==> src/hdl/lbs_ram.sv <==
// Generic single-port-write, registered-read RAM (read returns old data on collision).
`default_nettype none
module lbs_ram #(
  parameter int WIDTH = 32,
  parameter int DEPTH = 64
) (
  input  wire logic                     clk,
  input  wire logic                     we,
  input  wire logic [$clog2(DEPTH)-1:0] waddr,
  input  wire logic [WIDTH-1:0]         wdata,
  input  wire logic                     re,
  input  wire logic [$clog2(DEPTH)-1:0] raddr,
  output logic      [WIDTH-1:0]         rdata
);
  logic [WIDTH-1:0] mem [DEPTH];

  always_ff @(posedge clk) begin
    if (we) begin
      mem[waddr] <= wdata;
    end
    if (re) begin
      rdata <= mem[raddr];
    end
  end
endmodule
`default_nettype wire

==> config.mk <==
export PLATFORM = sky130hd
export DESIGN_NAME = lbs_ram
export DESIGN_NICKNAME = d
export VERILOG_FILES = /design/src/hdl/lbs_ram.sv
export SDC_FILE = /design/constraint.sdc
export NUM_CORES = 2
export LEC_CHECK = 0
export ABC_AREA = 1
export CAP_MARGIN = 40
export CORE_MARGIN = 5
export CORE_UTILIZATION = 49
export DETAILED_ROUTE_END_ITERATION = 7
export DONT_BUFFER_PORTS = 1
export HOLD_SLACK_MARGIN = 0.12
export PLACE_DENSITY = 0.68
export SLEW_MARGIN = 20
export SYNTH_ARGS = -nofsm -noshare
export SYNTH_HDL_FRONTEND = slang
export SYNTH_SLANG_ARGS = --single-unit
==> constraint.sdc <==
create_clock -name clk -period 11.9 [get_ports clk]
set_input_delay 2.38 -clock clk [delete_from_list [all_inputs] [get_ports clk]]
set_output_delay 2.38 -clock clk [all_outputs]
set_load 0.01 [all_outputs]
==> summary.json <==
{
  "status": {
    "outcome": "complete, but fails checks",
    "failing_checks": "design-rule violations"
  },
  "power": {
    "combPwrFrac": 0.045,
    "power_per_cell_area_nw_per_um2": 162,
    "peakVddDrop_mv": 0.156,
    "power_frac_seq": 0.551,
    "power.net_switching_uw": 3100,
    "clockPowerShare": 0.404,
    "power_report.internal_total_uw": 11700,
    "static-leakage-power_uw": 0.0315,
    "p_sw_frac": 0.210
  },
  "synth": {
    "ys_types": 15,
    "synth-compound-area-share": 0,
    "synth-warning-count": 0,
    "yosysTopAreaCellShare": 0.752,
    "yosys_register_bits": 2080,
    "avgSynthCellArea_um2": 12.3,
    "number_of_enable_type_register_cells_in_the_synthesized_netlist": 2080,
    "post_synth_simple_gate_area": 0.220,
    "synth.most_common_cell": "sky130_fd_sc_hd__nand2_1",
    "syn_inst_count": 6769,
    "synth_xor_xnor_area_share": 0,
    "syn_nets": 6816,
    "yosys-top-cells-area": "sky130_fd_sc_hd__edfxtp_1 75%, sky130_fd_sc_hd__nand3_1 11%, sky130_fd_sc_hd__nand2_1 10%",
    "async_reset_ff_frac": 0,
    "synth.area.mux_share": 0,
    "synth_common_cells": "2248 x sky130_fd_sc_hd__nand2_1, 2080 x sky130_fd_sc_hd__edfxtp_1, 1907 x sky130_fd_sc_hd__nand3_1, 282 x sky130_fd_sc_hd__buf_2, 77 x sky130_fd_sc_hd__clkbuf_1",
    "combinational_family_with_the_most_area_after_synthesis": "simple AND/OR/NAND/NOR gates",
    "post_synth_fa_ha_maj_area_fraction": 0,
    "syn_area_um2": 83100,
    "yosys_most_used_dff": "sky130_fd_sc_hd__edfxtp_1",
    "netlist.top_cell.by_area": "sky130_fd_sc_hd__edfxtp_1",
    "yosysSeqAreaShare": 0.752
  },
  "clock_network": {
    "cts.sink_count": 2080,
    "cts.clk_slew.worst_paths_ps": 60,
    "cts_buffers": 194,
    "cts_tree": "built",
    "hold_buffers": 0,
    "clock_tree.buffer_depth": 3,
    "postCtsResizedCells": 0,
    "postCtsSetupBuffers": 0,
    "cts-root-buf": "sky130_fd_sc_hd__clkbuf_16",
    "clkLatencyLatePin_ps": 830,
    "htree_levels": 4
  },
  "place": {
    "place.port_buffers": 0,
    "numPlacedInstances": 8633,
    "hpwl_um": 106000,
    "gp_congestion": 0.830,
    "dpl-instance-area_um2": 84900
  },
  "grt": {
    "first_global_vias": 50800,
    "pin_count_of_the_biggest_net_entering_global_routing": 1026,
    "global_route_congestion_overflow_total": 0,
    "global_route_wire_length_before_repair_um": 336000,
    "number_of_antenna_violations_at_the_first_check_in_global_routing": 10,
    "gr-usage-all-layers": 0.254
  },
  "critical_path": {
    "crit_family": "buffers and inverters",
    "start_kind": "input port",
    "worst-endpoint-arrival_ps": 7560,
    "crit_buf_inv": 6,
    "worst_path_max_delay_cell": "sky130_fd_sc_hd__buf_16",
    "setup.worst_path.start": "raddr[0]",
    "worst-path-max-fanout": 217,
    "required_ps": 12460,
    "timing.critical_path.slowest_cell_delay_ps": 690,
    "timing.critical_path.depth": 14,
    "worst-setup-path-type": "input port to register",
    "cp-end-kind": "register",
    "ff2ff_path_depth": 8,
    "crit_path_cell_trace": "buf_16 -> buf_16 -> buf_16 -> inv_16 -> buf_16 -> buf_12 -> nand2_1 -> nand3_1 -> nand3_1 -> nand3_1 -> nand3_1 -> nand2_1 -> nand2_1 -> nand2_1",
    "critical_path.reg2reg.startpoint": "mem[7][24]$_DFFE_PP_"
  },
  "die": {
    "initial_core_utilization": 0.492,
    "die_width_um": 422,
    "rows": 151,
    "core_um2": 169000,
    "floorplan.die_area_um2": 178000,
    "top_level_ports": 79,
    "die_h_um": 422
  },
  "job": {
    "cap_violations": 0
  },
  "final_layout": {
    "multi_input_comb_area_um2": 18800,
    "finish.net_count": 6668,
    "layout_cell_area_excl_fill_um2": 91200,
    "final_layout_size_suffix_gt1_frac": 0.0618,
    "seq_area_um2": 62500,
    "fillers": 13700,
    "area.growth.synth_to_final_pct": 9.80,
    "filler_free_cell_count_of_the_finished_design": 8987,
    "postLayoutCoreUtil": 0.540
  },
  "drt": {
    "drtPass1Iterations": 8,
    "wl_per_cell_um": 25.7,
    "drt-total-wl_um": 231000,
    "vias_post_dr": 53600,
    "viasPerCell": 5.96,
    "detailedRoute.firstIterationViolations": 7550,
    "post_route_drc_violation_count": 13,
    "ant_nets": 0
  },
  "timing": {
    "worst_pin_slew_ps": 1500,
    "maxSlewHeadroom": 0.00291,
    "unrepaired_setup_endpoints_after_global_routing": "false",
    "timing.final.crit_period_ps": 7010,
    "tns_ps": 0,
    "fin_crit_sh": 0.589,
    "setup_viol": 0,
    "achievable-frequency_ghz": 0.143,
    "final.setup_skew_ps": 30.0,
    "hold_viol": 0,
    "drv_slew": 0
  },
  "min_path": {
    "timing.hold.worst.start": "mem[56][29]$_DFFE_PP_",
    "min_delay_path_depth": 8,
    "hp-class": "register to register"
  }
}
-- per-layer routing --
layer	wire (µm)	GRT usage	part of all wire
met5	0	0	0
met4	11300	0.116	0.049
met3	24200	0.0443	0.10
met2	109000	0.410	0.47
met1	86400	0.341	0.37
-- layout by cell type (no fill, tap or decap) --
master,count
sky130_fd_sc_hd__buf_12,5
sky130_fd_sc_hd__buf_16,11
sky130_fd_sc_hd__buf_4,80
sky130_fd_sc_hd__buf_6,9
sky130_fd_sc_hd__bufinv_16,15
sky130_fd_sc_hd__clkbuf_1,51
sky130_fd_sc_hd__clkbuf_16,200
sky130_fd_sc_hd__clkinv_1,48
sky130_fd_sc_hd__clkinv_2,20
sky130_fd_sc_hd__clkinv_8,1
sky130_fd_sc_hd__clkinvlp_4,4
sky130_fd_sc_hd__diode_2,1
sky130_fd_sc_hd__edfxtp_1,2080
sky130_fd_sc_hd__inv_1,7
sky130_fd_sc_hd__inv_16,1
sky130_fd_sc_hd__inv_2,1
sky130_fd_sc_hd__inv_6,5
sky130_fd_sc_hd__inv_8,2
sky130_fd_sc_hd__nand2_1,2248
sky130_fd_sc_hd__nand3_1,1907
sky130_fd_sc_hd__nand4_1,9
sky130_fd_sc_hd__nor2_4,56
sky130_fd_sc_hd__nor4_2,8
-- worst reg2reg max path: cells and delay by family (launching register included) --
| kind | cells | cell delay (ps) |
|---|---|---|
| DFF | 1 | 350 |
| and+or+nand+nor | 8 | 1370 |
-- cells by family after synthesis --
logic type / count (synthesis)
buffers and inverters: 461
and+or+nand+nor: 4228
DFF: 2080
-- sequential cells by signal (all words and copies together) (netlist names) --
name   cells
mem     2048
rdata     32
-- power by group through the flow --
stage / sequential [µW] / combinational, µW / clock (µW)
after global routing: 8160 / 723 / 6340
after floorplan: 8300 / 498 / 0
final: 8160 / 663 / 5980
after detailed placement: 8310 / 590 / 0
after CTS: 8160 / 593 / 6030
after global placement: 8310 / 576 / 0
-- metrics by stage --
stage          power [µW]  worst slack, ps  hold WS (ps)
5_1_grt             15200             4940           968
3_5_place_dp         8900             5840           860
3_3_place_gp         8890             5950           868
4_1_cts             14800             6690           878
6_report            14800             4890           868
2_1_floorplan        8800             5390           797
-- path summary, 6_finish.rpt --
check                         to  slack [ps]
max          rdata[20]$_DFFE_PP_        4890
min          rdata[29]$_DFFE_PP_         870
max reg2reg  rdata[24]$_DFFE_PP_        9940
min reg2reg  rdata[29]$_DFFE_PP_         870
-- final cells by class --
cell class / count / area share
Tap cell: 2218 / 0.0304
Sequential cell: 2080 / 0.685
Multi-Input combinational cell: 4228 / 0.206
Clock inverter: 92 / 0.00890
Timing Repair Buffer: 105 / 0.0121
Inverter: 12 / 0.000892
Clock buffer: 251 / 0.0570
Antenna cell: 1 / 0.0000274
Note: power is estimated with default switching activity, not from simulation.
