<file path="config.mk">
export PLATFORM = sky130hd
export DESIGN_NAME = lbs_merge
export DESIGN_NICKNAME = d
export VERILOG_FILES = /design/src/hdl/lbs_pkg.sv /design/src/hdl/lbs_merge.sv
export SDC_FILE = /design/constraint.sdc
export NUM_CORES = 1
export LEC_CHECK = 0
export BUFFER_PORTS_ARGS = -buffer_cell sky130_fd_sc_hd__buf_2
export CAP_MARGIN = 0
export CORE_MARGIN = 8
export CORE_UTILIZATION = 42
export DETAILED_ROUTE_END_ITERATION = 10
export GPL_TIMING_DRIVEN = 0
export PLACE_DENSITY = 0.86
export SLEW_MARGIN = 25
export SYNTH_ARGS = -nofsm -noshare
export SYNTH_HDL_FRONTEND = slang
export SYNTH_SLANG_ARGS = --single-unit
</file>
<file path="constraint.sdc">
create_clock -name clk -period 5 [get_ports clk]
set_input_delay 0.5 -clock clk [delete_from_list [all_inputs] [get_ports clk]]
set_output_delay 0.5 -clock clk [all_outputs]
set_load 0.02 [all_outputs]
</file>
<file path="src/hdl/lbs_pkg.sv">
// Package with the shared types and constants of the vertex skinning block.
`default_nettype none
package lbs_pkg;

  localparam int ELEMS_PER_BONE = 12;
  localparam int PROD_W         = 48;
  localparam int SUM_W          = 50;
  localparam int TERM_W         = 52;
  localparam int ACC_W          = 54;

  localparam logic MODE_LOAD = 1'b0;
  localparam logic MODE_SKIN = 1'b1;

  localparam logic [1:0] KIND_POSITION = 2'd0;

  typedef struct packed {
    logic        valid;
    logic        first;
    logic        last;
    logic        single;
    logic        trans;
    logic        zero;
    logic [15:0] w;
  } lbs_ctl_t;

  typedef struct packed {
    logic [15:0] vertex_index;
    logic [1:0]  kind;
    logic        last;
  } lbs_meta_t;

endpackage
`default_nettype wire

</file>
<file path="src/hdl/lbs_merge.sv">
// Merges the three lane sums: saturation, clip flag and the result register.
`default_nettype none
module lbs_merge
  import lbs_pkg::*;
(
  input  wire logic                  clk,
  input  wire logic                  rst_n,
  input  wire logic                  en,
  input  wire logic                  take,
  input  wire logic [2:0][ACC_W-1:0] sums,
  input  wire lbs_meta_t             meta,
  output logic                       valid_r,
  output logic [2:0][31:0]           vec_r,
  output lbs_meta_t                  meta_r,
  output logic                       sat_r
);
  localparam logic signed [ACC_W-1:0] HI = ACC_W'(64'sd2147483647);
  localparam logic signed [ACC_W-1:0] LO = ACC_W'(-64'sd2147483648);

  logic [2:0][31:0] vec_nxt;
  logic [2:0]       clip;

  always_comb begin
    for (int r = 0; r < 3; r++) begin
      clip[r] = 1'b1;
      if ($signed(sums[r]) > HI) begin
        vec_nxt[r] = 32'h7fff_ffff;
      end else if ($signed(sums[r]) < LO) begin
        vec_nxt[r] = 32'h8000_0000;
      end else begin
        vec_nxt[r] = sums[r][31:0];
        clip[r]    = 1'b0;
      end
    end
  end

  always_ff @(posedge clk) begin
    if (!rst_n) begin
      valid_r <= 1'b0;
    end else if (en) begin
      valid_r <= take;
    end
  end

  always_ff @(posedge clk) begin
    if (en && take) begin
      vec_r  <= vec_nxt;
      meta_r <= meta;
      sat_r  <= |clip;
    end
  end
endmodule
`default_nettype wire

</file>
==> results of run 1 <==
[how the worst max path moves through the flow]
| stage | startpoint | end | slack [ps] | cells past startpoint |
|---|---|---|---|---|
| finish | sums[51] | vec_r[14]$_SDFFCE_PN1P_ | 3170 | 5 |
| global route | sums[161] | vec_r[74]$_SDFFCE_PN1P_ | 3000 | 6 |
| CTS | sums[51] | vec_r[14]$_SDFFCE_PN1P_ | 3180 | 5 |
| detailed placement | sums[51] | vec_r[14]$_SDFFCE_PN1P_ | 2630 | 5 |
| global placement | en | meta_r[17]$_DFFE_PP_ | 430 | 2 |
| floorplan | take | meta_r[0]$_DFFE_PP_ | 1330 | 1 |
[per-layer routing]
| metal | global-route usage [%] | vias up | share of wire (%) | wire length, um |
|---|---|---|---|---|
| met4 | 8.173 | 2 | 2.0 | 314 |
| met1 | 18.60 | 1948 | 33 | 5142 |
| met3 | 8.607 | 27 | 10 | 1628 |
| met5 | 0 | - | 0.051 | 8 |
| li1 | - | 1982 | - | - |
| met2 | 38.26 | 227 | 55 | 8582 |
[state kept, by name (all words and copies together) (netlist names)]
signal,count
meta_r,19
sat_r,1
valid_r,1
vec_r,96
[metrics by stage]
step                      instance area, um2  utilization, %  hold slack [ps]  setup slack, ps
after global routing                    7099           65.20            132.2             3005
after global placement                  6402           58.80            556.0            434.1
after CTS                               7099           65.20            132.1             3177
after detailed placement                6460           59.33            567.5             2627
after floorplan                         4721               -            598.9             1330
final                                   7099           65.20            164.8             3168
[logic make-up after synthesis]
logic type | share of synthesized area, %
compound gates | 2.173
buf+inv | 2.783
simple gates | 20.83
flops | 74.21
[worst reg2reg max path, stage by stage (launching register included)]
cell and delay [ps]:
dfxtp_1 310, nor2b_1 120, o21a_1 150
[where the power goes]
| group | total [mW] | internal (mW) | switching [mW] |
|---|---|---|---|
| registers | 1.18 | 1.16 | 0.0180 |
| clock network | 1.30 | 0.862 | 0.440 |
| logic | 0.344 | 0.128 | 0.217 |
[cell type report]
| type | instances | area share, % |
|---|---|---|
| buffer | 21 | 1.798 |
| inverter | 1 | 0.05287 |
| clock buffer | 17 | 5.834 |
| multi-input combinational | 240 | 15.33 |
| sequential | 117 | 49.35 |
| clock inverter | 15 | 3.172 |
| timing repair buffer | 303 | 22.00 |
| tap | 140 | 2.467 |
[cell usage in the layout (no fill, tap or decap)]
cell        instances
buf_2             304
inv_1               1
buf_4               6
nor2b_1             1
nor4_1             14
nand2_1           191
inv_6               3
clkbuf_8            1
clkinvlp_4          2
clkinv_4            3
and4_1              1
buf_16              2
o21a_1              1
clkbuf_1            9
o21bai_1            2
buf_6               3
and2_4              1
edfxtp_1          116
or4_1               4
clkinv_1            2
clkbuf_16          16
o31ai_4             3
dfxtp_1             1
nand4_1            18
nor3_1              2
nand3_1             1
o41ai_2             1
bufinv_16           5
==> results.cfg, run 1 <==
[worst_hold_path]
holdPathStages = 1
hp-start = meta[17]
hold_path_class = primary input to flop
hold_path_end = meta_r[17]$_DFFE_PP_

[yosys]
synth_most_common_cell = nand2_1
yosysTopAreaCellShare_pct = 73.79
ys_seq_area_share_pct = 74.21
synth_commonest_cells = nand2_1 (191), edfxtp_1 (116), nand4_1 (18)
synth.avg_cell_area_um2 = 12.46
ys_seq_elements = 117
async_flop_share_pct = 0
yosys.area.top_type = edfxtp_1
ys.warnings.count = 0
synth_enable_flop_cells = 116
synth_area_um2 = 4721
synth_area_leaders = edfxtp_1 (74%), nand2_1 (15%), nand4_1 (2.4%)
synthFlopType = edfxtp_1
synth_cell_type_count = 20
syn_inst = 379
syn-num-nets = 564

[critical_path]
path_max_fanout = 10
crit_path_top_delay_cell = or4_1
required_ps = 5240
arrival_ps = 2070
crit_top_cell = buf_2
timing.rr.end = valid_r$_SDFFE_PN0P_
ff2ff_path_depth = 2
cpPeakStageDelay_ps = 530
path_buf_inv = 2
cp-end-kind = flop
worstSetupStartpointType = primary input
regToRegSetupSlack_ps = 4320
critPathKind = primary input to flop
crit_chain = buf_2 > or4_1 > o41ai_2 > buf_2 > nand2_1
critical-path-top-delay-family = simple AND/OR/NAND/NOR gates
rr_startpoint = valid_r$_SDFFE_PN0P_

[clock_tree]
clock-root-buffer = clkbuf_8
clk_pin_slew_ps = 60
insertion_delay_ps = 510
postCtsSetupBuffers = 0
clkSinkCount = 117
ctsHoldBuffers = 0
cts_inserted_buffers = 17
cts_tree = done
cts-resized-gates = 0
cts_htree_levels = 4
clock_path_buffers = 2

[place]
routabilityCongestion = 0.9364
hpwl_um = 12470
numPortBuffers = 301
dp.cells = 822

[sta]
clock_skew_ps = 0
rsz0062_at_grt = false
hold_viol = 0
final.period_utilization_pct = 36.64
fmax_ghz = 0.5458
finalSetupViolations = 0
worst_pin_slew_ps = 520.6
maxSlewViolCount = 0
fin_tns_setup_ps = 0
relSlewSlack_pct = 64.91
min_period_ps = 1832

[global_route]
grt_pass1_wl_um = 23000
antenna_found_initial = 1
gr-total-overflow = 0
grt_pass1_vias = 4446
grt_max_degree = 59
track_usage_pct = 20.26

[detailed_routing]
drt_iter0_drc = 376
wl_um = 15680
via_per_inst = 4.902
vias = 4186
wl_per_cell_um = 18.36
final_antenna_net_count = 0
drcViolationCount = 0
dr.pass1.iters = 5

[job]
maxCapViolations = 0

[floorplanning]
die_w_um = 122.0
core_um2 = 10890
num_rows = 38
dieArea_um2 = 14890
die_h_um = 122.0
initial_utilization_pct = 43.36
ios = 302

[power_and_ir_drop]
leakage_nw = 3.283
p_total_mw = 2.823
ir_drop_mv = 0.2024
p_per_area_nw_per_um2 = 397.6

[finish]
fill_cells = 846
instances_no_fill = 854
syn_to_final_growth_pct = 50.38
drive_above_1_share_pct = 49.02
finalNetCount = 886
num_antenna_cells = 0
multiInputGateArea_um2 = 1089
seqCellArea_um2 = 3503

[run_status]
status = completed
No activity file was read; power rests on OpenSTA's default activity.
==> inputs of run 2 (changes only) <==
Clock period 5 ns to 1.7 ns, I/O delays scaled along.
==> run 2 against run 1 <==
Combinational power grew to 3.6 times the previous value; routed wire length is 19% higher; worst hold slack worse by 110 ps; clock skew stayed put; sequential power grew to 2.9 times the previous value; global-route usage is 4.3 points higher; sequential share of layout area is 6.4 points lower; count of clock-buffer cells in the layout stayed put; critical endpoint is now vec_r[16]$_SDFFCE_PN1P_.
==> results.cfg, run 2 (same netlist as run 1, synthesis figures left out) <==
[finish]
fill_cells = 662
seqCellArea_um2 = 3503
largest-register = vec_r
multiInputGateArea_um2 = 1089
finalNetCount = 1002
syn_to_final_growth_pct = 72.59
fin_area_um2 = 8148
top_regs = vec_r (96), meta_r (19)
largest_register_ffs = 96
layout_common_cells = buf_2 (304), nand2_1 (191), dlygate4sd3_1 (116), edfxtp_1 (116), nand4_1 (18)
drive_above_1_share_pct = 42.22
final_common_cell = buf_2

[detailed_routing]
wl_um = 18720
drt_iter0_drc = 448
final_antenna_net_count = 0
dr.pass1.iters = 5
vias = 4915
via_per_inst = 5.062
drcViolationCount = 0
wl_per_cell_um = 19.28

[place]
place_area_um2 = 6452
hpwl_um = 12240
numPortBuffers = 301
routabilityCongestion = 0.9028

[floorplanning]
num_rows = 38
core_um2 = 10890
dieArea_um2 = 14890
die_w_um = 122.0
initial_utilization_pct = 43.36
ios = 302
die_h_um = 122.0

[sta]
hold_viol = 0
relSlewSlack_pct = 61.85
fin_tns_setup_ps = 0
min_period_ps = 1560
final.period_utilization_pct = 91.74
worst_pin_slew_ps = 566.1
fmax_ghz = 0.6412
maxSlewViolCount = 0
worst_hold_slack_ps = 51.67
clock_skew_ps = 0
finalSetupViolations = 0
rsz0062_at_grt = false

[power_and_ir_drop]
ir_drop_mv = 0.7411
leakage_nw = 3.715
clockPowerShare_pct = 40.1
comb_power_share_pct = 15.9
power.switching_mw = 2.016
p_int_mw = 5.866
pwr-share-seq_pct = 44.0
swShare_pct = 25.57
p_per_area_nw_per_um2 = 967.3

[clock_tree]
cts_inserted_buffers = 17
clkSinkCount = 117
cts_htree_levels = 4
cts_tree = done
insertion_delay_ps = 500
cts-resized-gates = 0
clock_path_buffers = 2
clk_pin_slew_ps = 50
clock-root-buffer = clkbuf_8

[critical_path]
cpPeakStageDelay_ps = 560
crit_top_cell = buf_2
path_buf_inv = 2
timing.critical_path.from = sums[51]
regToRegSetupSlack_ps = 460
crit_chain = buf_2 > or4_1 > o41ai_2 > buf_2 > nand2_1
timing.rr.end = valid_r$_SDFFE_PN0P_
rr_startpoint = valid_r$_SDFFE_PN0P_
crit_path_top_delay_cell = o41ai_2
arrival_ps = 1790
path_max_fanout = 10
ff2ff_path_depth = 3
cp-end-kind = flop
worstSetupStartpointType = primary input
critical-path-top-delay-family = simple AND/OR/NAND/NOR gates
required_ps = 1930
critPathKind = primary input to flop

[run_status]
status = completed

[worst_hold_path]
hold_path_end = vec_r[95]$_SDFFCE_PN0P_
hold_path_class = primary input to flop
holdPathStages = 2
hp-start = sums[161]

[global_route]
antenna_found_initial = 2
grt_pass1_wl_um = 27790
gr-total-overflow = 0
track_usage_pct = 24.58
grt_pass1_vias = 5286
grt_max_degree = 55

[job]
maxCapViolations = 0
[run 2: cell types whose count changed in the layout (fill, tap and decap cells not counted), moves of 2 or more]
| cell | previous run | this run |
|---|---|---|
| bufinv_16 | 5 | 1 |
| inv_6 | 3 | 0 |
| clkinv_2 | 0 | 5 |
| diode_2 | 0 | 2 |
| clkinvlp_4 | 2 | 4 |
| dlygate4sd3_1 | 0 | 116 |
[run 2: area by class of cell]
cell class	count	area share (%)
antenna	2	0.06143
buffer	21	1.566
clock buffer	17	5.083
clock inverter	14	1.413
inverter	1	0.04607
multi-input combinational	240	13.36
sequential	117	43.00
tap	140	2.150
timing repair buffer	419	33.32
[run 2: layer usage]
layer / wire length (um) / GRT usage (%)
met1: 5975 / 23.20
met2: 10230 / 46.40
met4: 648 / 13.26
met3: 1871 / 7.450
met5: 0 / 0
[run 2: per-stage QoR]
stage               instances  utilization (%)  total power [mW]  setup WS, ps
floorplan                 379                -             4.005         50.37
global placement          820            58.83             4.470        -371.5
detailed placement        822            59.26             4.527        -409.3
CTS                       969            74.79             7.874         126.9
global route              971            74.83             8.144         12.42
finish                    971            74.83             7.881         140.4
[run 2: worst max path at each step]
stage / to / slack, ps / cells after the start
5_1_grt: vec_r[85]$_SDFFCE_PN1P_ / 10 / 6
3_5_place_dp: vec_r[23]$_SDFFCE_PN1P_ / -410 / 5
2_1_floorplan: sat_r$_DFFE_PP_ / 50 / 4
6_report: vec_r[16]$_SDFFCE_PN1P_ / 140 / 5
4_1_cts: vec_r[23]$_SDFFCE_PN1P_ / 130 / 5
3_3_place_gp: vec_r[17]$_SDFFCE_PN1P_ / -370 / 5
[run 2: repair_timing]
action | CTS | global route
hold endpoints to repair | 115 | 0
endpoints found under the setup margin | 0 | 0
buffers inserted | 0 | 0
hold buffers | 116 | 0
[run 2: worst reg2reg max path, stage by stage (launching register included)]
cell	delay, ps
dfxtp_1	310
nor2b_1	120
o21a_1	150
dlygate4sd3_1	550
[run 2: power by group through the flow]
stage | clock (mW) | sequential (mW) | combinational [mW]
floorplan | 0 | 3.78 | 0.229
global placement | 0 | 3.51 | 0.962
detailed placement | 0 | 3.52 | 1.01
CTS | 3.19 | 3.46 | 1.23
global route | 3.33 | 3.48 | 1.34
finish | 3.16 | 3.47 | 1.25
